--- config.mk ---
export PLATFORM = sky130hd
export DESIGN_NAME = stft_ctrl
export DESIGN_NICKNAME = d
export VERILOG_FILES = /design/src/stft_pkg.sv /design/src/stft_ctrl.sv
export SDC_FILE = /design/constraint.sdc
export NUM_CORES = 1
export LEC_CHECK = 0
export BUFFER_PORTS_ARGS = -buffer_cell sky130_fd_sc_hd__buf_2
export CAP_MARGIN = 30
export CORE_AREA = 5 5 47 49
export CTS_CLUSTER_SIZE = 30
export DETAILED_ROUTE_END_ITERATION = 10
export DIE_AREA = 0 0 52 54
export GPL_TIMING_DRIVEN = 0
export PLACE_DENSITY = 0.75
export SYNTH_ARGS = -nofsm -noshare
export SYNTH_HDL_FRONTEND = slang
export SYNTH_SLANG_ARGS = --single-unit
--- constraint.sdc ---
create_clock -name clk -period 1.9 [get_ports clk]
set_input_delay 0 -clock clk [delete_from_list [all_inputs] [get_ports clk]]
set_output_delay 0 -clock clk [all_outputs]
set_load 0.05 [all_outputs]
--- src/stft_pkg.sv ---
`default_nettype none
// ----------------------------------------------------------------------------
// stft_pkg
// shared types and constants of the sparse triplet fast transpose unit
// ----------------------------------------------------------------------------
package stft_pkg;

	// payload field widths
	localparam int unsigned ROW_W      = 16;
	localparam int unsigned COL_W      = 8;
	localparam int unsigned VALUE_W    = 32;
	localparam int unsigned TERM_W     = 7;
	localparam int unsigned NUM_COLS_W = 9;

	// capacity defaults and fixed column limit
	localparam int unsigned MAX_ENTRIES_DEF = 64;
	localparam int unsigned MAX_COLS        = 256;
	localparam int unsigned MAX_COLS_W      = 13;

	// register port
	localparam int unsigned PADDR_W = 3;
	localparam int unsigned PDATA_W = 32;
	localparam logic [PADDR_W-1:0] ADDR_NUM_COLS = 3'd0;
	localparam logic [NUM_COLS_W-1:0] NUM_COLS_RESET = 9'd256;

	// one stored triplet, as received
	typedef struct packed {
		logic [ROW_W-1:0]          row;
		logic [COL_W-1:0]          col;
		logic signed [VALUE_W-1:0] value;
	} entry_t;

	// controls broadcast to every cell of the chain
	typedef struct packed {
		logic ins_en;
		logic pop_en;
	} cell_ctl_t;

	typedef enum logic {
		ST_LOAD,
		ST_DRAIN
	} state_t;

endpackage
`default_nettype wire

--- src/stft_ctrl.sv ---
`default_nettype none
// ----------------------------------------------------------------------------
// stft_ctrl
// load / drain sequencer, kept-entry count and drop flag
// ----------------------------------------------------------------------------
module stft_ctrl #(
	parameter int unsigned MAX_ENTRIES = stft_pkg::MAX_ENTRIES_DEF
) (
	input  wire                                 clk,
	input  wire                                 arst_n,
	input  wire                                 in_valid,
	input  wire                                 last_entry,
	input  wire [stft_pkg::COL_W-1:0]           entry_col,
	input  wire [stft_pkg::NUM_COLS_W-1:0]      num_cols,
	input  wire                                 out_ready,
	input  wire                                 next_occ,
	output logic                                in_ready,
	output logic                                out_valid,
	output logic                                last_result,
	output logic [stft_pkg::TERM_W-1:0]         term_count,
	output logic                                dropped,
	output stft_pkg::cell_ctl_t                 ctl
);

	localparam int unsigned CNT_W = $clog2(MAX_ENTRIES + 1);

	stft_pkg::state_t state_q, state_d;
	logic [CNT_W-1:0] count_q;
	logic             drop_q;
	logic             in_fire;
	logic             col_ok;
	logic             keep;
	logic             clr;

	assign in_fire = in_valid && in_ready;
	assign col_ok  = ({1'b0, entry_col} < num_cols) &&
		(stft_pkg::MAX_COLS_W'(entry_col) < stft_pkg::MAX_COLS_W'(stft_pkg::MAX_COLS));
	assign keep    = in_fire && col_ok && (count_q < CNT_W'(MAX_ENTRIES));

	assign last_result = !next_occ;
	assign term_count  = stft_pkg::TERM_W'(count_q);
	assign dropped     = drop_q;

	always_ff @(posedge clk or negedge arst_n) begin
		if (!arst_n) begin
			state_q <= stft_pkg::ST_LOAD;
		end else begin
			state_q <= state_d;
		end
	end

	always_comb begin
		state_d    = state_q;
		in_ready   = 1'b0;
		out_valid  = 1'b0;
		clr        = 1'b0;
		ctl.ins_en = 1'b0;
		ctl.pop_en = 1'b0;
		unique case (state_q)
			stft_pkg::ST_LOAD: begin
				in_ready   = 1'b1;
				ctl.ins_en = keep;
				if (in_fire && last_entry) begin
					if (keep || (count_q != '0)) begin
						state_d = stft_pkg::ST_DRAIN;
					end else begin
						clr = 1'b1;
					end
				end
			end
			stft_pkg::ST_DRAIN: begin
				out_valid  = 1'b1;
				ctl.pop_en = out_ready;
				if (out_ready && last_result) begin
					state_d = stft_pkg::ST_LOAD;
					clr     = 1'b1;
				end
			end
			default: begin
				state_d = stft_pkg::ST_LOAD;
			end
		endcase
	end

	always_ff @(posedge clk or negedge arst_n) begin
		if (!arst_n) begin
			count_q <= '0;
			drop_q  <= 1'b0;
		end else if (clr) begin
			count_q <= '0;
			drop_q  <= 1'b0;
		end else begin
			if (keep) begin
				count_q <= count_q + 1'b1;
			end
			if (in_fire && !keep) begin
				drop_q <= 1'b1;
			end
		end
	end

endmodule
`default_nettype wire

==> results.md <==
| Result | Reported |
|:---|:---|
| Status | complete, no violations |
| Total leakage power | 0.571 nW |
| Final core area utilization | 0.559 |
| Clock latency of the later-clocked register in the worst-skew pair | 0.26 ns |
| Area share of fa/ha/maj cells after synthesis | 0.149 |
| CP bufs+invs | 0 |
| Die boundary height | 54 um |
| Area enclosed by the die boundary | 2810 um^2 |
| Max-slew headroom | 0.707 |
| Share of final-layout standard cells stronger than drive strength 1 | 0.366 |
| Bufs on Longest Clock Path | 2 |
| Routed WL | 1780 um |
| Via count of the first global-routing pass | 755 |
| Library cell with the largest summed area after synthesis | sky130_fd_sc_hd__dfrtp_1 |
| Kind of path behind the tightest hold check | input pin to register |
| Standard cell with the maximum stage delay on the critical path | sky130_fd_sc_hd__dfrtp_1 |
| Number of violations reported at the end of detailed-routing iteration 0 | 2 |
| GPL Wtd Cong | 0.786 |
| Number of enable-type register cells in the synthesized netlist | 0 |
| Largest cells by area after synthesis | sky130_fd_sc_hd__dfrtp_1 30%, sky130_fd_sc_hd__ha_1 15%, sky130_fd_sc_hd__inv_1 6.5% |
| Crit path cell chain | nor4_2 > nand4_1 > nand2_1 > nor2_2 > a221o_1 |
| Routed wire length per instance | 11.3 um |
| Starting Density | 0.415 |
| Worst IR drop on VDD | 0.640 mV |
| Cts bufs inserted | 3 |
| Die extent in x | 52 um |
| Routed via count | 788 |
| Yosys warning count | 0 |
| Kind of end point of the critical path | register |
| Count of input and output buffers | 35 |
| Fraction of the cycle the final worst path needs | 0.929 |
| Cell at the root of the clock tree | sky130_fd_sc_hd__clkbuf_4 |
| Unrepaired setup endpoints after global routing | false |
| Sort of element at the start of the critical path | register |
| Final Hold Viols | 0 |
| Number of antenna violations at the first check in global routing | 0 |
| Finish-stage setup viols | 0 |
| DR DRC count | 0 |
| Compound-gate portion of the synthesized area | 0.152 |
| Timing-limited maximum frequency | 0.566 GHz |
| Post-synthesis mux area share | 0.0265 |
| Standard-cell rows | 16 |
| Clock-pin slew on the worst setup and hold paths | 0.06 ns |
| Family of cells with the greatest summed delay on the critical path | simple AND/OR/NAND/NOR gates |
| Post-synth top area share | 0.298 |
| Number of library cell types mapped by synthesis | 32 |
| Detailed-placement wirelength estimate | 1540 um |
| Count of state elements after synthesis | 9 |
| Number of nets with antenna violations after routing | 0 |
| Maximum fanout count along the critical path | 7 |
| Slew Limit Fails | 0 |
| Post-layout min period | 1.77 ns |
| Clk_skew | 0.00105 ns |
| Critical setup path kind | register to register |
| Sum of overflow across all layers after global routing | 0 |
| Area share of xor/xnor cells in the synthesized design | 0 |
| Max-Cap Viols | 0 |
| Power density normalized to cell area | 1220 nW/um^2 |
| Synth Net Count | 121 |
| Most numerous cell types in the synthesized netlist | 13 x sky130_fd_sc_hd__inv_1, 10 x sky130_fd_sc_hd__nand2_1, 9 x sky130_fd_sc_hd__dfrtp_1, 9 x sky130_fd_sc_hd__ha_1 |
| IO Count | 36 |
| TritonCTS clock tree | built |
| Largest family of logic cells by synthesized area | simple AND/OR/NAND/NOR gates |
| Largest net degree at the start of global routing | 11 |
| Worst slack on hold paths | 0.0152 ns |
| Share of flip-flops with an asynchronous set or reset | 1.00 |
| Proportion of synthesized chip area in sequential cells | 0.298 |
| Layout-stage area growth over the synthesis result | 34.8% |
| Core ar. | 1820 um^2 |
| Worst Path Required | 2.05 ns |
| Gate count after technology mapping | 89 |
| Sinks on Clock Net | 9 |
| Via-per-instance ratio | 4.99 |
| Total standard cell area after synthesis | 756 um^2 |
| Mean Syn Cell Area | 8.49 um^2 |
| Crit path largest cell delay | 0.45 ns |
| Most common cell in the netlist | sky130_fd_sc_hd__inv_1 |
| Final TNS setup | 0 ns |
| Simple-Gate Fraction of Synth Area | 0.295 |
| H-Tree Level Count | 1 |
| Wire length of the first global-routing pass | 3010 um |
| Worst slew pin tran | 0.432 ns |
| Number of detailed-route iterations in the first pass | 4 |
| Most instantiated flip-flop cell in the synthesis netlist | sky130_fd_sc_hd__dfrtp_1 |
| Net count reported at finish | 164 |
| Diodes inserted | 0 |
| Worst EP arrival | 1.91 ns |
| Total routing usage reported by global routing | 0.144 |
power by group:
part           internal, W  switching, W  total (W)
Sequential        0.000252     0.0000822   0.000335
Combinational     0.000238      0.000520   0.000758
Clock            0.0000810     0.0000682   0.000149
routing by layer:
layer,part of all wire,global-route usage,up-vias
met5,0,0,-
met3,0.11,0.0499,5
met1,0.42,0.149,351
met4,0.020,0.0786,0
met2,0.45,0.255,37
li1,-,-,395
what timing repair did:
item | in CTS | in global routing
endpoints found under the setup margin | 1 | 1
pin swaps | 1 | 1
hold endpoints to repair | 10 | 0
hold buffers | 2 | 0
buffers inserted | 0 | 1
gates resized for setup | 0 | 0
logic make-up after synthesis:
kind of cell | count (synthesis)
mux | 2
simple gates | 41
flops | 9
fa+ha+maj | 9
buf+inv | 14
compound gates | 14
final cells by class:
cell class	count	area, um^2
repair buffers	38	203
inverters	13	48.8
flip-flops and latches	9	225
well taps	27	33.8
clock buffers	4	26.3
plain buffers	1	11.3
fillers	183	803
multi-input cells	66	470
stage by stage:
stage	total power [W]	area, um^2	std cells	setup slack [ns]
after global placement	0.00107	965	151	0.162
final	0.00124	1020	158	0.134
after global routing	0.00133	1020	158	0.0445
after CTS	0.00125	1010	157	0.0330
after floorplan	0.000904	756	89	0.0813
after detailed placement	0.00109	965	151	0.127
worst reg2reg max path: stages, from the launching register on:
cell,delay [ns]
sky130_fd_sc_hd__dfrtp_1,0.45
sky130_fd_sc_hd__nor4_2,0.42
sky130_fd_sc_hd__nand4_1,0.24
sky130_fd_sc_hd__nand2_1,0.15
sky130_fd_sc_hd__nor2_2,0.06
sky130_fd_sc_hd__a221o_1,0.34
layout by cell type (no fill, tap or decap), drive strengths merged, types with 2 or more instances in the layout:
cell type	count
buf	37
nor2	8
o21ai	3
ha	9
a221o	2
mux2i	2
nand2	10
nor2b	4
dfrtp	9
nand3	7
and3	3
clkbuf	4
inv	13
dlygate4sd3	2
a211oi	2
a21oi	3
sequential cells by signal (all words and copies together), names as in the netlist:
| name | count |
|---|---|
| dropped | 1 |
| state_q | 1 |
| term_count | 7 |
final timing paths:
check	from	endpoint	slack, ns	depth (start not counted)
worst max-delay path	term_count[3]	term_count[2]	0.13	5
worst min-delay path	last_entry	state_q	0.02	3
worst max register to register	term_count[3]	term_count[2]	0.13	5
worst min register to register	dropped	dropped	0.54	2
max in group asynchronous	arst_n	term_count[6]	1.61	2
min in group asynchronous	arst_n	term_count[0]	0.12	2
Note: power is estimated with default switching activity, not from simulation.
