$ cat config.mk
export PLATFORM = sky130hd
export DESIGN_NAME = stft_cell
export DESIGN_NICKNAME = d
export VERILOG_FILES = /design/src/stft_pkg.sv /design/src/stft_cell.sv
export SDC_FILE = /design/constraint.sdc
export NUM_CORES = 1
export LEC_CHECK = 0
export BUFFER_PORTS_ARGS = -buffer_cell sky130_fd_sc_hd__buf_2
export CAP_MARGIN = 10
export CORE_MARGIN = 10
export CORE_UTILIZATION = 44
export CTS_BUF_LIST = sky130_fd_sc_hd__clkbuf_4 sky130_fd_sc_hd__clkbuf_8 sky130_fd_sc_hd__clkbuf_16
export CTS_CLUSTER_DIAMETER = 150
export DETAILED_ROUTE_END_ITERATION = 12
export GPL_TIMING_DRIVEN = 0
export PLACE_DENSITY = 0.87
export SYNTH_ARGS = -nofsm -noshare
export SYNTH_HDL_FRONTEND = slang
export SYNTH_SLANG_ARGS = --single-unit
$ cat constraint.sdc
create_clock -name clk -period 4.38 [get_ports clk]
set_input_delay 0.657 -clock clk [delete_from_list [all_inputs] [get_ports clk]]
set_output_delay 0.657 -clock clk [all_outputs]
set_load 0.005 [all_outputs]
$ cat src/stft_pkg.sv
`default_nettype none
// ----------------------------------------------------------------------------
// stft_pkg
// shared types and constants of the sparse triplet fast transpose unit
// ----------------------------------------------------------------------------
package stft_pkg;

	// payload field widths
	localparam int unsigned ROW_W      = 16;
	localparam int unsigned COL_W      = 8;
	localparam int unsigned VALUE_W    = 32;
	localparam int unsigned TERM_W     = 7;
	localparam int unsigned NUM_COLS_W = 9;

	// capacity defaults and fixed column limit
	localparam int unsigned MAX_ENTRIES_DEF = 64;
	localparam int unsigned MAX_COLS        = 256;
	localparam int unsigned MAX_COLS_W      = 13;

	// register port
	localparam int unsigned PADDR_W = 3;
	localparam int unsigned PDATA_W = 32;
	localparam logic [PADDR_W-1:0] ADDR_NUM_COLS = 3'd0;
	localparam logic [NUM_COLS_W-1:0] NUM_COLS_RESET = 9'd256;

	// one stored triplet, as received
	typedef struct packed {
		logic [ROW_W-1:0]          row;
		logic [COL_W-1:0]          col;
		logic signed [VALUE_W-1:0] value;
	} entry_t;

	// controls broadcast to every cell of the chain
	typedef struct packed {
		logic ins_en;
		logic pop_en;
	} cell_ctl_t;

	typedef enum logic {
		ST_LOAD,
		ST_DRAIN
	} state_t;

endpackage
`default_nettype wire

$ cat src/stft_cell.sv
`default_nettype none
// ----------------------------------------------------------------------------
// stft_cell
// one slot of the sorted chain: holds an entry, takes the new one, shifts
// ----------------------------------------------------------------------------
module stft_cell (
	input  wire                  clk,
	input  wire                  arst_n,
	input  stft_pkg::cell_ctl_t  ctl,
	input  stft_pkg::entry_t     new_entry,
	input  wire                  left_gt,
	input  wire                  left_occ,
	input  stft_pkg::entry_t     left_data,
	input  wire                  right_occ,
	input  stft_pkg::entry_t     right_data,
	output logic                 gt,
	output logic                 occ,
	output stft_pkg::entry_t     data
);

	logic             occ_q;
	stft_pkg::entry_t data_q;

	// an empty slot counts as holding a larger column; equal columns stay ahead
	assign gt   = !occ_q || (data_q.col > new_entry.col);
	assign occ  = occ_q;
	assign data = data_q;

	always_ff @(posedge clk or negedge arst_n) begin
		if (!arst_n) begin
			occ_q <= 1'b0;
		end else if (ctl.pop_en) begin
			occ_q <= right_occ;
		end else if (ctl.ins_en && gt) begin
			occ_q <= left_gt ? left_occ : 1'b1;
		end
	end

	always_ff @(posedge clk) begin
		if (ctl.pop_en) begin
			data_q <= right_data;
		end else if (ctl.ins_en && gt) begin
			data_q <= left_gt ? left_data : new_entry;
		end
	end

endmodule
`default_nettype wire

==> results of run 1 <==
-- kinds of logic (layout without fill, tap and decap cells) --
| kind of cell | count (synthesis) | count (layout) | synth area share, % |
|---|---|---|---|
| compound gates | 70 | 70 | 11.9 |
| fa+ha+maj | 8 | 8 | 3.19 |
| buf+inv | 31 | 279 | 5.06 |
| flops | 57 | 57 | 54.3 |
| mux | 56 | 56 | 17.8 |
| simple gates | 63 | 63 | 7.69 |
-- area by class of cell --
cell class                      instances  area, um^2  share of cell area [%]
Clock inverter                          4        43.8                   0.946
Timing Repair Buffer                  232        1180                    25.4
Inverter                               12        45.0                   0.973
Sequential cell                        57        1710                    36.9
Buffer                                 19         114                    2.46
Multi-Input combinational cell        197        1280                    27.6
Clock buffer                           12         146                    3.16
Tap cell                               96         120                    2.59
-- how the worst min path moves through the flow --
stage,start,to,cells after the start
after global placement,arst_n,occ,1
after floorplan,arst_n,occ,0
after detailed placement,arst_n,occ,1
after CTS,arst_n,occ,1
after global routing,arst_n,occ,1
final,arst_n,occ,1
-- state kept, by name, summed over array words and instances, names as in the netlist --
register	flops
data	56
occ	1
-- metal layers --
metal | part of all wire [%] | global-route usage [%] | up-vias
li1 | - | - | 1517
met1 | 37 | 19.6 | 1445
met4 | 1.1 | 6.16 | 0
met3 | 9.1 | 7.31 | 12
met5 | 0 | 0 | -
met2 | 53 | 38.0 | 157
-- metrics by stage --
stage	power [W]	area, um^2	hold slack, ns	setup WS [ns]	cells
final	0.00152	4630	0.112	1.90	629
after global placement	0.00105	4420	0.432	0.546	612
after CTS	0.00154	4630	0.0906	1.90	629
after detailed placement	0.00106	4440	0.436	1.63	613
after floorplan	0.000863	3140	0.361	1.27	285
after global routing	0.00160	4630	0.0989	1.76	629
-- power by group through the flow --
| stage | logic [W] | clock network, W | registers [W] |
|---|---|---|---|
| 2_1_floorplan | 0.000131 | 0 | 0.000732 |
| 3_3_place_gp | 0.000325 | 0 | 0.000721 |
| 3_5_place_dp | 0.000343 | 0 | 0.000721 |
| 4_1_cts | 0.000344 | 0.000487 | 0.000710 |
| 5_1_grt | 0.000375 | 0.000506 | 0.000716 |
| 6_report | 0.000338 | 0.000472 | 0.000710 |
-- placed cells by master, fill, tap and decap left out --
master	n
clkbuf_1	9
buf_12	1
nand2_1	57
nor2_1	3
clkinv_2	2
clkbuf_8	9
bufinv_16	1
buf_6	4
buf_2	235
dfrtp_1	1
edfxtp_1	56
a211oi_2	1
nand4_1	2
mux2i_1	56
o21bai_2	1
o21ba_1	1
a21oi_1	4
buf_4	2
a221o_1	1
clkbuf_4	3
o21ai_1	2
o21ai_0	60
inv_1	12
clkinv_1	1
ha_1	8
nand2_2	1
==> impl_metrics.py, run 1 <==
metrics = {
    "pwr": {
        "irDropWorstVdd_uv": 161,
        "power_density_mw_per_mm2": 328,
        "power_frac_comb_pct": 22.3,
        "power_switching_w": 0.000389,
        "switching_share_pct": 25.6,
        "seq_power_share_pct": 46.7,
        "clkPwrFrac_pct": 31.1,
        "p_leak_nw": 2.37,
        "p_int_w": 0.00113,
    },
    "setup_path": {
        "slowest_delay_ns": 0.30,
        "cp-endpoint": "gt",
        "crit_path_start_kind": "input pin",
        "cp_cell_sequence": "buf_2, inv_1, ha_1, nand2_1, o21ai_0, a21oi_1, o21ai_0, buf_2",
        "critPathArrivalTime_ns": 1.83,
        "cp.depth": 8,
        "criticalPathCategory": "input pin to output pin",
        "crit_path_end_kind": "output pin",
        "r2r_slack_ns": 2.04,
        "crit_path_top_delay_cell": "ha_1",
        "path_max_fanout": 3,
        "rr_worst_depth": 7,
        "crit_buf_inv": 3,
        "cp.required_ns": 3.72,
        "cp_top_family": "compound AO/OA/AOI/OAI gates",
        "regToRegStartpoint": "data[37]",
        "r2r_end": "data[31]",
        "cp-startpoint": "new_entry[35]",
    },
    "placed_design": {
        "hpwlAfterDp_mm": 9.76,
        "gp_congestion": 0.804,
        "io_buffers": 231,
    },
    "global_routing": {
        "grt_pass1_wl_mm": 17.5,
        "grt_usage_pct": 20.0,
        "grt_overflow": 0,
        "first_global_vias": 3537,
        "grt_antenna_before_repair": 0,
        "grt_max_degree": 36,
    },
    "cells_and_area": {
        "drive_above_1_share_pct": 48.8,
        "areaGrowthSynthToFinish_pct": 47.4,
        "num-nets-final": 711,
        "final_util_pct": 67.4,
        "diodes": 0,
        "fillerInstances": 547,
    },
    "logic_synthesis": {
        "yosys.area.top_type": "edfxtp_1",
        "synth_area_mm2": 0.00314,
        "synth_area_leaders": "edfxtp_1 (54%), mux2i_1 (18%), o21ai_0 (9.6%), nand2_1 (6.9%), ha_1 (3.2%)",
        "synth_area_per_cell_um2": 11.0,
        "ys.flop_type": "edfxtp_1",
        "ys_ff_latch": 57,
        "synth_top_area_share_pct": 53.5,
        "synth_cell_types": 19,
        "synth_edf_count": 56,
        "ys_seq_area_share_pct": 54.3,
        "synth.yosys.warnings": 0,
        "synth_nets": 468,
        "yosys-top-cells-count": "o21ai_0 (60), nand2_1 (58), edfxtp_1 (56), mux2i_1 (56), inv_1 (12)",
        "ys_async_sr_fraction_pct": 1.75,
        "synthMostInstantiatedCell": "o21ai_0",
        "syn_inst": 285,
    },
    "route": {
        "routed_wl_mm": 11.6,
        "ant_nets": 0,
        "dr.pass1.iters": 4,
        "drt-wirelength-per-cell_um": 18.4,
        "drt_iter0_markers": 138,
        "vias_per_cell": 4.98,
        "drc": 0,
        "vias": 3131,
    },
    "floorplanning": {
        "die_h_um": 105,
        "rows": 30,
        "core_area_mm2": 0.00687,
        "die-area_mm2": 0.0109,
        "io_pins": 233,
        "fp.dieW_um": 105,
        "initial_utilization_pct": 45.7,
    },
    "timing": {
        "slew_viol_final": 0,
        "period_needed_ns": 2.48,
        "hold_viol_final": 0,
        "clock.fmax_mhz": 402,
        "worst_pin_slew_ns": 0.564,
        "finClkSkew_ns": 0.00892,
        "setup_violations": 0,
        "post-route-period-util_pct": 56.7,
        "slew_headroom_pct": 62.3,
        "rsz0062_at_grt": "no",
        "setup_tns_ns": 0,
    },
    "clocking": {
        "postCtsHoldBufs": 0,
        "cts_tree": "done",
        "cts.reportedPaths.clkPinSlew_ns": 0.06,
        "numCtsBuffers": 9,
        "cts_max_path_buffers": 2,
        "clk_latency_ns": 0.32,
        "post_cts_buffers": 0,
        "cts.sinks": 57,
        "h-tree-depth": 3,
        "postCtsResizedCells": 0,
        "clock-root-buffer": "clkbuf_8",
    },
    "run_status": {
        "status": "completed",
    },
    "min_path": {
        "hold_path_class": "input pin to async pin",
    },
    "run": {
        "cap_violations": 0,
    },
}
No activity file was read; power rests on OpenSTA's default activity.
==> inputs of run 2 (changes only) <==
--- a/config.mk
+++ b/config.mk
@@ -8,12 +8,12 @@
 export BUFFER_PORTS_ARGS = -buffer_cell sky130_fd_sc_hd__buf_2
 export CAP_MARGIN = 10
 export CORE_MARGIN = 10
-export CORE_UTILIZATION = 44
+export CORE_UTILIZATION = 41
 export CTS_BUF_LIST = sky130_fd_sc_hd__clkbuf_4 sky130_fd_sc_hd__clkbuf_8 sky130_fd_sc_hd__clkbuf_16
 export CTS_CLUSTER_DIAMETER = 150
 export DETAILED_ROUTE_END_ITERATION = 12
 export GPL_TIMING_DRIVEN = 0
-export PLACE_DENSITY = 0.87
+export PLACE_DENSITY = 0.81
 export SYNTH_ARGS = -nofsm -noshare
 export SYNTH_HDL_FRONTEND = slang
 export SYNTH_SLANG_ARGS = --single-unit
==> constraint.sdc (replaced) <==
create_clock -name clk -period 2.5 [get_ports clk]
set_input_delay 0.375 -clock clk [delete_from_list [all_inputs] [get_ports clk]]
set_output_delay 0.375 -clock clk [all_outputs]
set_load 0.005 [all_outputs]
==> run 2 against run 1 <==
Net effect: sequential share of layout area fell by 0.19 points; clock skew fell by 0.0015 ns; combinational power rose by 76%; critical path type is now register to register; final area rose by 0.51%; utilization fell by 4.3 points; total power rose by 78%; clock power rose by 85%.
==> impl_metrics.py, run 2 (synthesis results as in run 1) <==
metrics = {
    "run_status": {
        "status": "completed",
    },
    "floorplanning": {
        "die-area_mm2": 0.0116,
        "core_area_mm2": 0.00737,
        "fp.dieW_um": 108,
        "die_h_um": 108,
        "initial_utilization_pct": 42.6,
        "rows": 31,
        "io_pins": 233,
    },
    "global_routing": {
        "first_global_vias": 3469,
        "grt_antenna_before_repair": 0,
        "grt_max_degree": 35,
        "grt_overflow": 0,
        "grt_usage_pct": 19.1,
        "grt_pass1_wl_mm": 17.2,
    },
    "route": {
        "ant_nets": 0,
        "met3_length_mm": 1.22,
        "drt_iter0_markers": 106,
        "wl_met1_mm": 4.12,
        "drt-wirelength-per-cell_um": 18.3,
        "wl_met2_mm": 6.00,
        "dr.pass1.iters": 4,
        "vias_per_cell": 4.95,
        "top_layer_used": "met4",
        "routed_wl_mm": 11.6,
        "drc": 0,
        "vias": 3136,
    },
    "pwr": {
        "clkPwrFrac_pct": 32.2,
        "irDropWorstVdd_uv": 364,
        "seq_power_share_pct": 45.8,
        "total_power_w": 0.00270,
        "p_leak_nw": 2.38,
        "power_density_mw_per_mm2": 581,
        "p_int_w": 0.00198,
        "power_frac_comb_pct": 22.0,
        "power_switching_w": 0.000729,
        "switching_share_pct": 27.0,
    },
    "clocking": {
        "post_cts_buffers": 0,
        "h-tree-depth": 3,
        "cts.reportedPaths.clkPinSlew_ns": 0.07,
        "clock-root-buffer": "clkbuf_8",
        "numCtsBuffers": 9,
        "cts_tree": "done",
        "cts.sinks": 57,
        "clk_latency_ns": 0.34,
        "cts_max_path_buffers": 2,
    },
    "setup_path": {
        "cp.required_ns": 2.58,
        "cp-startpoint": "data[37]",
        "crit_path_start_kind": "register",
        "criticalPathCategory": "register to register",
        "cp_cell_sequence": "ha_1, a211oi_2, o21bai_2, o21ba_1, o21ai_1, nand2_4, buf_12",
        "critPathArrivalTime_ns": 2.31,
        "regToRegStartpoint": "data[37]",
        "crit_path_end_kind": "register",
        "crit_path_top_delay_cell": "edfxtp_1",
        "path_max_fanout": 34,
        "slowest_delay_ns": 0.41,
    },
    "timing": {
        "clock.fmax_mhz": 449,
        "worst_pin_slew_ns": 0.557,
        "slew_headroom_pct": 62.8,
        "fin_ws_ns": 0.272,
        "period_needed_ns": 2.23,
        "post-route-period-util_pct": 89.1,
        "slew_viol_final": 0,
        "hold_viol_final": 0,
        "setup_violations": 0,
        "finClkSkew_ns": 0.00739,
        "rsz0062_at_grt": "no",
    },
    "cells_and_area": {
        "num-nets-final": 712,
        "areaGrowthSynthToFinish_pct": 48.1,
        "drive_above_1_share_pct": 48.9,
        "diodes": 0,
        "layout_common_cells": "buf_2 (235), o21ai_0 (60), nand2_1 (57), mux2i_1 (56), edfxtp_1 (56)",
        "multiInputGateArea_mm2": 0.00128,
        "ff_latch_area_mm2": 0.00171,
        "fillerInstances": 640,
        "finalInstanceArea_mm2": 0.00465,
        "final_common_cell": "buf_2",
        "largest_register_ffs": 56,
    },
    "run": {
        "cap_violations": 0,
    },
    "placed_design": {
        "place_ws_ns": 0.0339,
        "gp_congestion": 0.860,
        "io_buffers": 231,
        "place_area_mm2": 0.00444,
        "hpwlAfterDp_mm": 9.59,
    },
    "min_path": {
        "hold_path_class": "input pin to register",
        "hp-start": "right_occ",
    },
}
==> run 2: worst max-delay path, delay by kind of cell (launching register included) <==
kind	cells	cell delay, ns
AOI/OAI and AO/OA	4	0.68
adders and majority gates	1	0.33
buffers and inverters	1	0.27
DFF	1	0.41
and+or+nand+nor	1	0.27
==> run 2: area by class of cell <==
type | count | area share, %
Inverter | 12 | 0.968
Clock inverter | 5 | 1.21
Sequential cell | 57 | 36.7
Tap cell | 99 | 2.66
Multi-Input combinational cell | 197 | 27.6
Buffer | 19 | 2.45
Timing Repair Buffer | 233 | 25.5
Clock buffer | 11 | 2.98
==> run 2: routing by layer <==
layer | GRT usage, % | vias up
met5 | 0 | -
met4 | 6.77 | 0
met3 | 8.62 | 21
met2 | 34.3 | 162
met1 | 18.9 | 1435
li1 | - | 1518
==> run 2: worst paths after layout <==
| path | to | slack [ns] | depth (start not counted) |
|---|---|---|---|
| min in group asynchronous | occ | 0.36 | 2 |
| worst max register to register | data[6] | 0.27 | 7 |
| max in group asynchronous | occ | 2.05 | 2 |
| worst min-delay path | occ | 0.28 | 2 |
| worst max-delay path | data[6] | 0.27 | 7 |
| worst min register to register | occ | 0.72 | 3 |
==> run 2: metrics by stage <==
stage          TNS (ns)  instances  hold WS (ns)  util (%)
3_5_place_dp          0        616         0.155      60.3
3_3_place_gp     -14.21        615         0.150      60.0
4_1_cts               0        633         0.264      63.1
6_report              0        633         0.276      63.2
5_1_grt               0        633         0.284      63.2
2_1_floorplan         0        285        0.0794         -
==> run 2: what timing repair did <==
| action | CTS | global route |
|---|---|---|
| gates resized for setup | 0 | 1 |
| hold buffers | 1 | 0 |
| setup endpoints to repair | 0 | 34 |
| endpoints found under the hold margin | 1 | 0 |
==> run 2: power by group through the flow <==
stage	logic [W]	clock network, W	registers [W]
final	0.000594	0.000871	0.00124
after floorplan	0.000231	0	0.00128
after global placement	0.000572	0	0.00126
after CTS	0.000605	0.000885	0.00124
after global routing	0.000661	0.000931	0.00125
after detailed placement	0.000602	0	0.00126
